===== config.mk =====
export PLATFORM = sky130hd
export DESIGN_NAME = cmcr_div
export DESIGN_NICKNAME = d
export VERILOG_FILES = /design/src/hw/rtl/cmcr_pkg.sv /design/src/hw/rtl/cmcr_div.sv
export SDC_FILE = /design/constraint.sdc
export NUM_CORES = 1
export LEC_CHECK = 0
export BUFFER_PORTS_ARGS = -buffer_cell sky130_fd_sc_hd__buf_2
export CAP_MARGIN = 10
export CELL_PAD_IN_SITES_DETAIL_PLACEMENT = 1
export CELL_PAD_IN_SITES_GLOBAL_PLACEMENT = 2
export CORE_ASPECT_RATIO = 1.5
export CORE_MARGIN = 1
export CORE_UTILIZATION = 40
export DETAILED_ROUTE_END_ITERATION = 12
export PLACE_DENSITY = 0.88
export SKIP_LAST_GASP = 1
export SLEW_MARGIN = 20
export SYNTH_ARGS = -nofsm -noshare
export SYNTH_HDL_FRONTEND = slang
export SYNTH_SLANG_ARGS = --single-unit

===== constraint.sdc =====
create_clock -name aclk -period 22.7 [get_ports aclk]
set_input_delay 4.54 -clock aclk [delete_from_list [all_inputs] [get_ports aclk]]
set_output_delay 4.54 -clock aclk [all_outputs]
set_load 0.01 [all_outputs]

===== src/hw/rtl/cmcr_pkg.sv =====
`timescale 1ns / 1ps
// ============================================================================
// cmcr_pkg
// Shared types, codes and saturating helpers for the chord-method cubic root
// finder.
// ============================================================================
package cmcr_pkg;

    // Input transfer: isolating interval, signed fixed point
    typedef struct packed {
        logic signed [31:0] interval_low;
        logic signed [31:0] interval_high;
    } cmcr_in_t;

    // Termination status
    typedef enum logic [1:0] {
        OUT_CONVERGED = 2'd0,
        OUT_LIMIT     = 2'd1,
        OUT_ZERO_DEN  = 2'd2
    } outcome_t;

    // Result transfer
    typedef struct packed {
        logic signed [31:0] root_estimate;
        logic [30:0]        last_step;
        logic [9:0]         steps_taken;
        outcome_t           outcome;
    } cmcr_out_t;

    // Status of a multi-cycle arithmetic unit
    typedef struct packed {
        logic busy;
        logic done;
    } unit_stat_t;

    // Register select (word index bit of paddr)
    localparam logic REG_TOLERANCE  = 1'b0;
    localparam logic REG_ITER_LIMIT = 1'b1;

    localparam logic signed [63:0] S64_MAX = {1'b0, {63{1'b1}}};
    localparam logic signed [63:0] S64_MIN = {1'b1, {63{1'b0}}};

    // Saturating 64-bit subtract
    function automatic logic signed [63:0] sat_sub64(input logic signed [63:0] a,
                                                     input logic signed [63:0] b);
        logic signed [63:0] r;
        r = a - b;
        if ((a[63] != b[63]) && (r[63] != a[63])) begin
            r = a[63] ? S64_MIN : S64_MAX;
        end
        return r;
    endfunction

    // Magnitude of a signed 64-bit value (MIN maps to 2^63)
    function automatic logic [63:0] mag64(input logic signed [63:0] v);
        return v[63] ? 64'(-v) : 64'(v);
    endfunction

    // Apply sign to a magnitude, saturating to signed 64 bits
    function automatic logic signed [63:0] from_mag(input logic [63:0] m, input logic neg);
        logic signed [63:0] r;
        if (neg) begin
            r = m[63] ? S64_MIN : -$signed(m);
        end else begin
            r = m[63] ? S64_MAX : $signed(m);
        end
        return r;
    endfunction

endpackage


===== src/hw/rtl/cmcr_div.sv =====
`timescale 1ns / 1ps
// ============================================================================
// cmcr_div
// 128-by-64 restoring divider, one quotient bit per cycle, quotient
// saturated to all ones when it cannot fit in 64 bits.
// ============================================================================
module cmcr_div (
    input  logic                  aclk,
    input  logic                  aresetn,
    input  logic                  start,
    input  logic [63:0]           num_hi,
    input  logic [63:0]           num_lo,
    input  logic [63:0]           divisor,
    output logic [63:0]           quot,
    output cmcr_pkg::unit_stat_t  stat
);

    logic [63:0] r_reg;
    logic [63:0] lo_reg;
    logic [63:0] d_reg;
    logic [63:0] q_reg;
    logic [6:0]  cnt_reg;
    logic        busy_reg;
    logic        done_reg;

    logic [63:0] r_sh;
    logic        take;

    // One restoring step
    assign r_sh = {r_reg[62:0], lo_reg[63]};
    assign take = r_reg[63] || (r_sh >= d_reg);

    always_ff @(posedge aclk) begin
        if (!aresetn) begin
            busy_reg <= 1'b0;
            done_reg <= 1'b0;
            cnt_reg  <= '0;
        end else begin
            done_reg <= 1'b0;
            if (start) begin
                d_reg  <= divisor;
                r_reg  <= num_hi;
                lo_reg <= num_lo;
                if (num_hi >= divisor) begin
                    // quotient overflows
                    q_reg    <= '1;
                    done_reg <= 1'b1;
                end else begin
                    q_reg    <= '0;
                    busy_reg <= 1'b1;
                    cnt_reg  <= 7'd64;
                end
            end else if (busy_reg) begin
                r_reg   <= take ? (r_sh - d_reg) : r_sh;
                lo_reg  <= {lo_reg[62:0], 1'b0};
                q_reg   <= {q_reg[62:0], take};
                cnt_reg <= cnt_reg - 7'd1;
                if (cnt_reg == 7'd1) begin
                    busy_reg <= 1'b0;
                    done_reg <= 1'b1;
                end
            end
        end
    end

    assign quot      = q_reg;
    assign stat.busy = busy_reg;
    assign stat.done = done_reg;

endmodule


**Word level (Yosys, flattened, before mapping)**

Index checks and enable logic that the tools add are counted.

- Register bits: 265
- Input bits: 195
- Output and inout port bits: 66
- Logic and storage cells: 37

- $add $sub $neg: 2
- Magnitude comparators: 2
- Equal/unequal tests: 2
- Mux-type cells: 19
- Reductions and logical operators: 5

Operators with widths:

| cell | number |
|---|---|
| 64-bit two-way mux | 8 |
| 64-bit >= comparator | 2 |
| 64-bit subtractor | 1 |
| 7-bit two-way mux | 3 |
| 1-bit two-way mux | 8 |
| 7-bit by 1-bit == test with 1-bit output, second input constant | 1 |
| 7-bit by 1-bit subtractor with 7-bit output, second input constant | 1 |
| 2-bit AND reduction | 3 |
| 2-bit != test, second input constant | 1 |
| 2-bit nonzero test | 1 |
| 1-bit logical OR | 1 |

**Longest topological paths before layout**

- Depth in word-level cells: 5
- Depth in mapped cells: 15
- Gate-level depth less buffers: 13

**Worst setup path after synthesis**

Ideal clock, no wire load.

- Path type: in2reg
- Start point: input start
- End point: register lo_reg[0] (enable)
- Library setup time: 0.769 ns
- Arrival time: 13.605 ns
- Required time: 21.931 ns
- Setup slack: 8.326 ns
- Cell stages on the path: 4
- Cells stage by stage: clkbuf_1 -> clkbuf_1 -> nor2_1 -> nor2b_1

- Word-level cells in the longest chain between the ends: 2

RTL lines:

| element | RTL line | RTL |
|---|---|---|
| from (decl) | cmcr_div.sv:10 | `input logic start,` |
| 2-bit nonzero test (no line) | - |  |
| 2-bit AND reduction (no line) | - |  |
| to (signal assigned) | cmcr_div.sv:43 | `lo_reg <= num_lo;` |
| to (signal assigned) | cmcr_div.sv:55 | `lo_reg <= {lo_reg[62:0], 1'b0};` |
| to (decl) | cmcr_div.sv:19 | `logic [63:0] lo_reg;` |

Every way passes these cells.
A chain may end at the register's enable or synchronous reset.

**Worst setup path in the final report**

- Start point: input num_hi[13]
- End point: register cnt_reg[5]

- Word-level cells in the longest chain between the ends: 3

RTL lines:

| element | RTL line | RTL |
|---|---|---|
| from (decl) | cmcr_div.sv:11 | `input logic [63:0] num_hi,` |
| 64-bit >= comparator | cmcr_div.sv:44 | `if (num_hi >= divisor) begin` |
| 2-bit != test (no line) | - |  |
| 2-bit AND reduction (no line) | - |  |
| to (signal assigned) | cmcr_div.sv:57 | `cnt_reg <= cnt_reg - 7'd1;` |
| to (decl) | cmcr_div.sv:22 | `logic [6:0] cnt_reg;` |

Every way passes these cells.

==> results.toml <==
[run_status]
status = "completed"

[synthesis]
syn_avg_cell_area_sq_um = 10.72
synth_common_cells = "edfxtp_1, inv_1, a21oi_1"
synthArstFlopShare = 0
synth_top_area_share = 0.4620
synth_edf_count = 256
postSynthCellCount = 1553
ys_seq_area_frac = 0.4728
ys_warn_count = 0
synth_area_leaders = "edfxtp_1, ha_1, mux2_2"
synth.distinct_cells = 79
synth_nets = 1879
ys_seq_elements = 265
synth_top_area_cell = "edfxtp_1"
yosysMostFrequentCell = "edfxtp_1"
syn_area_sq_um = 16640
ys.flop_type = "edfxtp_1"

[worst_setup_path]
worstPathArrival_ns = 7.70
worstReg2RegEnd = "r_reg[29]"
critPathLaunchType = "input port"
cp_max_fo = 69
r2r_start = "lo_reg[63]"
crit_type = "input port to register"
r2r_cells = 14
r2r_slack_ns = 18.39
cp.required_ns = 23.15
cp-end-kind = "register"

[place]
dpl.hpwl_um = 35660
port_buffers = 260
gp_congestion = 0.9544
dp_slack_ns = 14.64

[route]
ant_nets = 0
detail_route.first_pass.iterations = 4
drt_wl_total_um = 47420
via_count = 12768
drcViolationCount = 0
drt_iter0_drc = 481
drt-vias-per-instance = 5.399
detail_route.wl_per_cell_um = 20.05

[clock_tree]
h-tree-depth = 1
hold_buffers = 0
cts_resized = 0
tritoncts = "built"
cts_root_buf = "clkbuf_16"
post-cts-setup-buffers = 0
clk_pin_slew_ns = 0.07
clkSinkCount = 265
cts_made_buffers = 28
cts_max_path_buffers = 3
clk_latency_ns = 0.57

[sta]
slew_headroom = 0.3294
slew_violations = 0
rsz0062_at_grt = "no"
fin_ws_ns = 15.45
tns_ns = 0
setup_viol_count_final = 0
fin_crit_ns = 7.254
hold_viol_final = 0
clock_skew_ns = 0.01983
fmax_mhz = 137.9
fin_crit_sh = 0.3196
worstMarginPinSlew_ns = 1.006

[worst_hold_path]
hold_class = "register to register"
min_to = "lo_reg[58]"
min_path_cells = 1
worstHoldStart = "lo_reg[57]"

[global_routing]
grt_pass1_wl_um = 74530
antenna_found_initial = 4
grt_use_total = 0.2242
overflow = 0
grt_max_degree = 77
grt_pass1_vias = 14061

[power]
powerDensity_nw_per_um2 = 76.79
leakage_uw = 0.008250
peakVddDrop_mv = 0.07554

[die]
fp-row-count = 91
die-area_sq_um = 42440
die_y_um = 251.8
core-area_sq_um = 41100
initial_utilization = 0.4049
die_x_um = 168.5
ioPinCount = 261

[cells_and_area]
postLayoutCoreUtil = 0.4728
n_fill_cell = 4602
syn2layout_area_growth_pct = 16.77
nets = 2109
drive_gt1_frac = 0.2465

[job]
max_cap_violations = 0
-- power breakdown --
part | internal, uW | total (uW) | switching [uW]
clock | 301 | 505 | 204
combinational | 158 | 380 | 222
sequential | 590 | 608 | 17.6
-- stage by stage --
stage / cell area [sq um] / hold slack (ns) / std cells / power [uW]
after global routing: 19430 / 0.5631 / 2363 / 1565
final: 19430 / 0.5342 / 2365 / 1492
after detailed placement: 18410 / 0.5299 / 2310 / 997.8
after floorplan: 16640 / 0.5002 / 1553 / 886.2
after CTS: 19400 / 0.5423 / 2362 / 1510
after global placement: 18410 / 0.5227 / 2310 / 986.3
-- placed cells by master (no fill, tap or decap), drive strengths merged, types with 7 or more instances in the layout --
cell type	instances
ha	130
nand3	24
buf	271
a21boi	7
nand2b	9
nor3b	10
o211ai	10
clkinv	12
o21ai	74
nor3	18
nor2	102
a21oi	135
a211oi	8
and3	11
and2	15
xor2	19
a31oi	10
nand2	70
edfxtp	256
o21a	75
mux2	102
o21bai	13
a21o	63
nor2b	14
clkbuf	32
dfxtp	9
nand4	26
xnor2	34
mux2i	7
inv	153
-- worst max-delay path: stages --
cell and delay (ns):
buf_2 0.11, ha_1 0.30, a21o_1 0.18, a21o_1 0.16, a221oi_1 0.29, o31ai_1 0.14
a211o_1 0.34, a211oi_2 0.33, o41ai_1 0.16, a211o_4 0.60, and3_1 0.30, o21a_1 0.17
-- worst max-delay path by stage --
stage                from         end  slack, ns
2_1_floorplan       start   lo_reg[0]       8.33
3_3_place_gp   num_hi[13]  cnt_reg[5]      14.77
3_5_place_dp   num_hi[13]  cnt_reg[5]      14.64
4_1_cts        num_hi[13]  cnt_reg[5]      15.23
5_1_grt             start   d_reg[28]      15.28
6_report       num_hi[13]  cnt_reg[5]      15.45
-- per-layer routing --
layer / track usage / up-vias / wire, um / part of all wire
met5: 0 / - / 22 / 0.00046
met4: 0.08390 / 4 / 1641 / 0.035
met3: 0.04110 / 85 / 2355 / 0.050
met2: 0.4377 / 286 / 25980 / 0.55
met1: 0.2342 / 6225 / 17420 / 0.37
li1: - / 6168 / - / -
-- layout make-up --
| class | instances | area, sq um | area share |
|---|---|---|---|
| inverter | 153 | 574.3 | 0.02955 |
| tap | 558 | 698.2 | 0.03593 |
| clock inverter | 20 | 255.2 | 0.01314 |
| multi-input combinational | 1064 | 7893 | 0.4062 |
| antenna | 2 | 5.005 | 0.0002575 |
| clock buffer | 32 | 737.0 | 0.03792 |
| timing repair buffer | 271 | 1403 | 0.07218 |
| sequential | 265 | 7868 | 0.4049 |
-- cell families after synthesis --
| family | after synthesis | synth area share |
|---|---|---|
| compound gates | 446 | 0.1766 |
| simple gates | 325 | 0.09602 |
| flops | 265 | 0.4728 |
| buf+inv | 224 | 0.05451 |
| fa+ha+maj | 131 | 0.09895 |
| mux | 109 | 0.07323 |
| xor+xnor | 53 | 0.02790 |
No activity file was read; power rests on OpenSTA's default activity.
