<file path="src/hw/rtl/cmcr_pkg.sv">
`timescale 1ns / 1ps
// ============================================================================
// cmcr_pkg
// Shared types, codes and saturating helpers for the chord-method cubic root
// finder.
// ============================================================================
package cmcr_pkg;

    // Input transfer: isolating interval, signed fixed point
    typedef struct packed {
        logic signed [31:0] interval_low;
        logic signed [31:0] interval_high;
    } cmcr_in_t;

    // Termination status
    typedef enum logic [1:0] {
        OUT_CONVERGED = 2'd0,
        OUT_LIMIT     = 2'd1,
        OUT_ZERO_DEN  = 2'd2
    } outcome_t;

    // Result transfer
    typedef struct packed {
        logic signed [31:0] root_estimate;
        logic [30:0]        last_step;
        logic [9:0]         steps_taken;
        outcome_t           outcome;
    } cmcr_out_t;

    // Status of a multi-cycle arithmetic unit
    typedef struct packed {
        logic busy;
        logic done;
    } unit_stat_t;

    // Register select (word index bit of paddr)
    localparam logic REG_TOLERANCE  = 1'b0;
    localparam logic REG_ITER_LIMIT = 1'b1;

    localparam logic signed [63:0] S64_MAX = {1'b0, {63{1'b1}}};
    localparam logic signed [63:0] S64_MIN = {1'b1, {63{1'b0}}};

    // Saturating 64-bit subtract
    function automatic logic signed [63:0] sat_sub64(input logic signed [63:0] a,
                                                     input logic signed [63:0] b);
        logic signed [63:0] r;
        r = a - b;
        if ((a[63] != b[63]) && (r[63] != a[63])) begin
            r = a[63] ? S64_MIN : S64_MAX;
        end
        return r;
    endfunction

    // Magnitude of a signed 64-bit value (MIN maps to 2^63)
    function automatic logic [63:0] mag64(input logic signed [63:0] v);
        return v[63] ? 64'(-v) : 64'(v);
    endfunction

    // Apply sign to a magnitude, saturating to signed 64 bits
    function automatic logic signed [63:0] from_mag(input logic [63:0] m, input logic neg);
        logic signed [63:0] r;
        if (neg) begin
            r = m[63] ? S64_MIN : -$signed(m);
        end else begin
            r = m[63] ? S64_MAX : $signed(m);
        end
        return r;
    endfunction

endpackage

</file>
<file path="src/hw/rtl/cmcr_mul.sv">
`timescale 1ns / 1ps
// ============================================================================
// cmcr_mul
// 64x64 unsigned multiplier built from one 32x32 multiplier, four partial
// products accumulated into a 128-bit product.
// ============================================================================
module cmcr_mul (
    input  logic                  aclk,
    input  logic                  aresetn,
    input  logic                  start,
    input  logic [63:0]           op_a,
    input  logic [63:0]           op_b,
    output logic [127:0]          prod,
    output cmcr_pkg::unit_stat_t  stat
);

    logic [63:0]  a_reg;
    logic [63:0]  b_reg;
    logic [2:0]   cnt_reg;
    logic         busy_reg;
    logic         done_reg;
    logic [63:0]  pp_reg;
    logic [127:0] acc_reg;

    logic [31:0]  a_half;
    logic [31:0]  b_half;
    logic [1:0]   prev_idx;
    logic [6:0]   prev_sh;

    // Half select for this cycle's partial product
    assign a_half   = cnt_reg[1] ? a_reg[63:32] : a_reg[31:0];
    assign b_half   = cnt_reg[0] ? b_reg[63:32] : b_reg[31:0];
    // Weight of the partial product registered last cycle
    assign prev_idx = cnt_reg[1:0] - 2'd1;
    assign prev_sh  = ({6'd0, prev_idx[1]} + {6'd0, prev_idx[0]}) << 5;

    always_ff @(posedge aclk) begin
        if (!aresetn) begin
            busy_reg <= 1'b0;
            done_reg <= 1'b0;
            cnt_reg  <= '0;
        end else begin
            done_reg <= 1'b0;
            if (start) begin
                a_reg    <= op_a;
                b_reg    <= op_b;
                cnt_reg  <= '0;
                busy_reg <= 1'b1;
                acc_reg  <= '0;
            end else if (busy_reg) begin
                if (cnt_reg != 3'd4) begin
                    pp_reg <= a_half * b_half;
                end
                if (cnt_reg != 3'd0) begin
                    acc_reg <= acc_reg + ({64'd0, pp_reg} << prev_sh);
                end
                if (cnt_reg == 3'd4) begin
                    busy_reg <= 1'b0;
                    done_reg <= 1'b1;
                end
                cnt_reg <= cnt_reg + 3'd1;
            end
        end
    end

    assign prod      = acc_reg;
    assign stat.busy = busy_reg;
    assign stat.done = done_reg;

endmodule

</file>
<file path="config.mk">
export PLATFORM = sky130hd
export DESIGN_NAME = cmcr_mul
export DESIGN_NICKNAME = d
export VERILOG_FILES = /design/src/hw/rtl/cmcr_pkg.sv /design/src/hw/rtl/cmcr_mul.sv
export SDC_FILE = /design/constraint.sdc
export NUM_CORES = 2
export LEC_CHECK = 0
export ABC_AREA = 1
export BUFFER_PORTS_ARGS = -buffer_cell sky130_fd_sc_hd__buf_2
export CAP_MARGIN = 20
export CELL_PAD_IN_SITES_DETAIL_PLACEMENT = 1
export CELL_PAD_IN_SITES_GLOBAL_PLACEMENT = 2
export CORE_MARGIN = 2
export CORE_UTILIZATION = 41
export DETAILED_ROUTE_END_ITERATION = 7
export PLACE_DENSITY = 0.86
export SETUP_SLACK_MARGIN = 0.05
export SLEW_MARGIN = 20
export SYNTH_ARGS = -nofsm -noshare
export SYNTH_HDL_FRONTEND = slang
export SYNTH_SLANG_ARGS = --single-unit
export TNS_END_PERCENT = 10
</file>
<file path="constraint.sdc">
create_clock -name aclk -period 18.7 [get_ports aclk]
set_clock_uncertainty 0.15 [all_clocks]
set_input_delay 0.935 -clock aclk [delete_from_list [all_inputs] [get_ports aclk]]
set_output_delay 0.935 -clock aclk [all_outputs]
set_load 0.05 [all_outputs]
</file>
## Word-level counts from Yosys, hierarchy flattened

Cells that the tools add are included.

| cells by class | value |
|---|---|
| add/subtract/negate cells | 4 |
| $mul | 1 |
| equal/unequal tests | 2 |
| shift operators | 1 |
| multiplexer cells | 8 |
| bitwise gates (word level) | 3 |
| reduce and logical (&&, ||, !) cells | 8 |

Operator list:

| cell | count |
|---|---|
| 128-bit 2-to-1 mux | 2 |
| 128-bit adder | 1 |
| 64-bit by 7-bit << shifter with 128-bit output | 1 |
| 32-bit by 32-bit multiplier with 64-bit output | 1 |
| 32-bit 2-to-1 mux | 2 |
| 1-bit 2-to-1 mux | 4 |
| 4-bit AND reduction | 1 |
| 2-bit nonzero test | 2 |
| 3-bit by 1-bit adder with 3-bit output (second input constant) | 1 |
| 3-bit == test (second input constant) | 1 |
| 3-bit != test (second input constant) | 1 |
| 1-bit NOT | 3 |
| 3-bit AND reduction | 1 |
| 3-bit nonzero test | 1 |
| 3-bit OR reduction | 1 |
| 1-bit by 1-bit adder with 2-bit output | 1 |
| 2-bit AND reduction | 1 |
| 2-bit OR reduction | 1 |
| 2-bit by 1-bit subtractor with 2-bit output (second input constant) | 1 |

| word-level totals | value |
|---|---|
| register bits | 325 |
| input port bits | 131 |
| output and inout port bits | 130 |
| word-level logic and storage cells | 34 |

## Longest topological paths before layout

| depth | value |
|---|---|
| depth in word-level cells | 6 |
| gate-level depth with buffers | 36 |
| gate-level depth less buffers | 33 |

## Least setup slack after synthesis

OpenSTA, ideal clock, no wires.

| timing | value |
|---|---|
| path type | register -> register |
| start | reg cnt_reg[1] |
| end | reg pp_reg[59] (data pin) |
| library setup time | 254 ps |
| data arrival time | 6,817 ps |
| data required time | 18,296 ps |
| slack | 11,479 ps |
| cell stages (with the launch flop) | 32 |
| buffers on the path | 3 |
| clock period less this slack | 7,221 ps |
| cell sequence | dfxtp_1 > buf_2 > inv_2 > buf_2 > or2_2 > o21ai_1 > buf_2 > nor2_1 > fa_1 > fa_1 > inv_1 > fa_1 > fa_1 > inv_1 > fa_1 > fa_1 > fa_1 > inv_1 > fa_1 > inv_1 > ha_1 > nand2_1 > nor2_1 > inv_1 > nor3_1 > inv_1 > o21ai_0 > nand2_1 > nand3_1 > nand2_1 > nand3b_1 > nand2_1 |

| between the ends | value |
|---|---|
| word-level cells in the longest chain between the ends | 2 |

RTL lines:

| what | RTL line | source |
|---|---|---|
| start, declared | cmcr_mul.sv:19 | `logic [2:0] cnt_reg;` |
| start signal, assigned | cmcr_mul.sv:61 | `cnt_reg <= cnt_reg + 3'd1;` |
| 32-bit 2-to-1 mux | cmcr_mul.sv:31 | `assign a_half = cnt_reg[1] ? a_reg[63:32] : a_reg[31:0];` |
| 32-bit by 32-bit multiplier with 64-bit output | cmcr_mul.sv:52 | `pp_reg <= a_half * b_half;` |
| end signal, assigned | cmcr_mul.sv:52 |  |
| end, declared | cmcr_mul.sv:22 | `logic [63:0] pp_reg;` |

No other way between the ends.
A chain may end at the register's enable or synchronous reset.

## Worst setup path after layout

| timing | value |
|---|---|
| start | reg cnt_reg[0] |
| end | reg pp_reg[33] (data pin) |

| between the ends | value |
|---|---|
| word-level cells in the longest chain between the ends | 2 |

RTL lines:

| what | RTL line | source |
|---|---|---|
| 32-bit 2-to-1 mux | cmcr_mul.sv:32 | `assign b_half = cnt_reg[0] ? b_reg[63:32] : b_reg[31:0];` |
| 32-bit by 32-bit multiplier with 64-bit output | cmcr_mul.sv:52 |  |

No other way between the ends.

==> flow_summary.ini <==
[clocking]
clk_pin_slew_ps = 80
cts.hold.buffers_added = 0
numClockSinks = 325
cts_buffers = 44
tritoncts = done
clock_tree.buffer_depth = 3
ctsHtreeMaxLevel = 2
postCtsResizedCells = 0
post-cts-setup-buffer-count = 0
clock_latency_ps = 670
cts-root-buf = sky130_fd_sc_hd__clkbuf_16

[finish]
multi_input_comb_area_sq_um = 41680
largest_register_ffs = 128
fin_cells = 10190
regArea_sq_um = 9712
area_delta_synth_final_pct = 8.498
num-fill-cells = 18210
design.final.nets = 9671
final_layout_size_suffix_gt1_share_pct = 8.690

[sta]
timing.fmax_mhz = 102.8
worst_hold_slack_ps = 293.7
final_min_period_over_clock_period_pct = 52.00
worst_pin_slew_ps = 1133
post-route-worst-setup-slack_ps = 8975
slew_violations = 0
rsz0062_at_grt = no
slew_headroom_pct = 24.20
report.final.hold_viol_count = 0
report.final.setup_viol = 0
timing.setup.tns_ps = 0
finalWorstPathRequiredPeriod_ps = 9725

[route]
detail_route.iter0.violations = 3757
detail_routed_net_length_per_standard_cell_um = 26.25
post-route-drc-count = 32
vias_per_cell = 5.304
finalWirelength_um = 267500
drtPass1Iterations = 8
detailroute.via_count = 54050
route.antenna.remaining_nets = 0

[yosys]
synth_edf_count = 320
synth_warnings = 0
synth_top_cells_by_area = sky130_fd_sc_hd__fa_1 30%, sky130_fd_sc_hd__edfxtp_1 16%, sky130_fd_sc_hd__nand2_1 13%
postSynthCellCount = 8069
syn-cell-area_sq_um = 59380
synthesis.area_per_instance_sq_um = 7.359
ys_dominant_reg_cell = sky130_fd_sc_hd__edfxtp_1
synth_top_area_share_pct = 30.24
ys_async_sr_fraction_pct = 0
synth_area_leader_cell = sky130_fd_sc_hd__fa_1
yosys.cell_types.count = 43
ys_seq_area_share_pct = 16.35
synth.net_count = 9490
synth.most_common_cell = sky130_fd_sc_hd__nand2_1
synth_common_cells = 2099 x sky130_fd_sc_hd__nand2_1, 1880 x sky130_fd_sc_hd__inv_1, 1173 x sky130_fd_sc_hd__nor2_1
postSynthRegisterBits = 325

[global_routing]
grt_first_pass_wirelength_um = 387500
grt_antenna_before_repair = 2
largest_net_degree_at_the_start_of_global_routing = 66
gr-total-overflow = 0
first_global_vias = 58440
track_usage_pct = 36.32

[placed_design]
hpwl_um = 224500
buffer_ports.inserted = 260
dpl.cell_count = 10110
preCtsSetupSlack_ps = 9069
gp_routability_congestion = 1.028

[floorplanning]
die_h_um = 384.6
starting_density_of_the_core_pct = 41.34
floorplan.io_pins = 261
fp.coreArea_sq_um = 143700
dieWidth_um = 384.6
rows = 139
design.die.area_sq_um = 147900

[min_path]
hold_class = input port to register

[worst_setup_path]
worst_ep_arrival_time_ps = 9950
cp_data_required_time_ps = 18930
critical_path.endpoint_type = register
cp_max_fo = 36
path_class = register to register
setup.worst_path.start_class = register

[outcome]
failed_checks = DRC
result_of_the_run = complete, but fails checks

[job]
drv_cap = 0
-- worst max-delay path: stages (launching register included) --
cell and delay (ps):
sky130_fd_sc_hd__dfxtp_2 310, sky130_fd_sc_hd__buf_4 500, sky130_fd_sc_hd__inv_2 420, sky130_fd_sc_hd__or2_2 390, sky130_fd_sc_hd__o21ai_2 60, sky130_fd_sc_hd__buf_4 380
sky130_fd_sc_hd__clkinv_1 700, sky130_fd_sc_hd__nand2_1 320, sky130_fd_sc_hd__fa_1 480, sky130_fd_sc_hd__fa_1 540, sky130_fd_sc_hd__fa_1 470, sky130_fd_sc_hd__fa_1 570
sky130_fd_sc_hd__inv_1 80, sky130_fd_sc_hd__fa_1 520, sky130_fd_sc_hd__fa_1 420, sky130_fd_sc_hd__fa_1 530, sky130_fd_sc_hd__inv_1 50, sky130_fd_sc_hd__fa_1 480
sky130_fd_sc_hd__inv_1 40, sky130_fd_sc_hd__ha_1 360, sky130_fd_sc_hd__a21oi_1 300, sky130_fd_sc_hd__o21ai_0 250, sky130_fd_sc_hd__a21oi_1 420, sky130_fd_sc_hd__o21ai_0 240
sky130_fd_sc_hd__a21oi_1 230, sky130_fd_sc_hd__xnor2_1 140
-- layer usage --
metal | track usage, % | up-vias | wire (um) | part of all wire, %
met5 | 0 | - | 0 | 0
met4 | 24.54 | 0 | 22070 | 8.3
met3 | 5.039 | 617 | 16010 | 6.0
met2 | 61.96 | 1986 | 128000 | 48
met1 | 42.46 | 27260 | 101400 | 38
li1 | - | 24180 | - | -
-- stage by stage --
step | area, sq um | util (%)
CTS | 64400 | 44.83
floorplan | 59380 | -
global placement | 62900 | 43.79
global route | 64430 | 44.85
finish | 64430 | 44.85
detailed placement | 62930 | 43.81
-- cell type report --
type,count,area share [%]
clock inverter,30,0.4972
multi-input combinational,5610,64.69
tap,1903,3.696
antenna,1,0.003884
clock buffer,51,1.783
sequential,325,15.07
timing repair buffer,338,2.991
inverter,1931,11.26
-- path summary, 6_finish.rpt --
| check | from | endpoint | slack [ps] | depth (start not counted) |
|---|---|---|---|---|
| setup reg to reg | cnt_reg[0]$_SDFFE_PN0P_ | pp_reg[33]$_DFFE_PP_ | 8980 | 25 |
| hold / removal | op_a[15] | a_reg[15]$_DFFE_PP_ | 290 | 1 |
| hold reg to reg | cnt_reg[2]$_SDFFE_PN0P_ | cnt_reg[2]$_SDFFE_PN0P_ | 390 | 2 |
| setup / recovery | cnt_reg[0]$_SDFFE_PN0P_ | pp_reg[33]$_DFFE_PP_ | 8980 | 25 |
-- logic make-up (layout without fill, tap and decap cells) --
| group | Yosys count | in the layout | synth area share, % |
|---|---|---|---|
| multiplexers | 31 | 31 | 0.5225 |
| flip-flops | 325 | 325 | 16.35 |
| AO/OA/AOI/OAI | 545 | 545 | 4.985 |
| AND/OR/NAND/NOR | 3692 | 3692 | 25.05 |
| XOR/XNOR | 52 | 52 | 0.7670 |
| other | 0 | 1 | 0 |
| adder cells (fa/ha/maj) | 1290 | 1290 | 38.52 |
| buffers and inverters | 2134 | 2350 | 13.81 |
-- cells in the final DEF (no fill, tap or decap), types with 8 or more instances in the layout --
master                         n
sky130_fd_sc_hd__nand3_2      25
sky130_fd_sc_hd__ha_1        392
sky130_fd_sc_hd__buf_2       260
sky130_fd_sc_hd__o21ai_2      52
sky130_fd_sc_hd__fa_1        897
sky130_fd_sc_hd__nand2_1    2098
sky130_fd_sc_hd__nand2_2      39
sky130_fd_sc_hd__xnor2_1      16
sky130_fd_sc_hd__o21bai_1     21
sky130_fd_sc_hd__o21ai_0     120
sky130_fd_sc_hd__clkinv_2      9
sky130_fd_sc_hd__nand3_1     139
sky130_fd_sc_hd__inv_1      1878
sky130_fd_sc_hd__a21oi_1     309
sky130_fd_sc_hd__nor3_1       30
sky130_fd_sc_hd__or2_2        59
sky130_fd_sc_hd__o21a_1        8
sky130_fd_sc_hd__nand4_1      21
sky130_fd_sc_hd__buf_4        76
sky130_fd_sc_hd__nor2_2       64
sky130_fd_sc_hd__inv_2        37
sky130_fd_sc_hd__and2_1       12
sky130_fd_sc_hd__edfxtp_1    320
sky130_fd_sc_hd__clkbuf_16    45
sky130_fd_sc_hd__nor3_2        8
sky130_fd_sc_hd__o21ai_4      10
sky130_fd_sc_hd__clkinv_1     18
sky130_fd_sc_hd__xor2_1       36
sky130_fd_sc_hd__nor2_1     1171
sky130_fd_sc_hd__mux2i_1      31
Power is not shown: default switching activity piles up to over one toggle a cycle in this logic, so the estimate is an artifact.
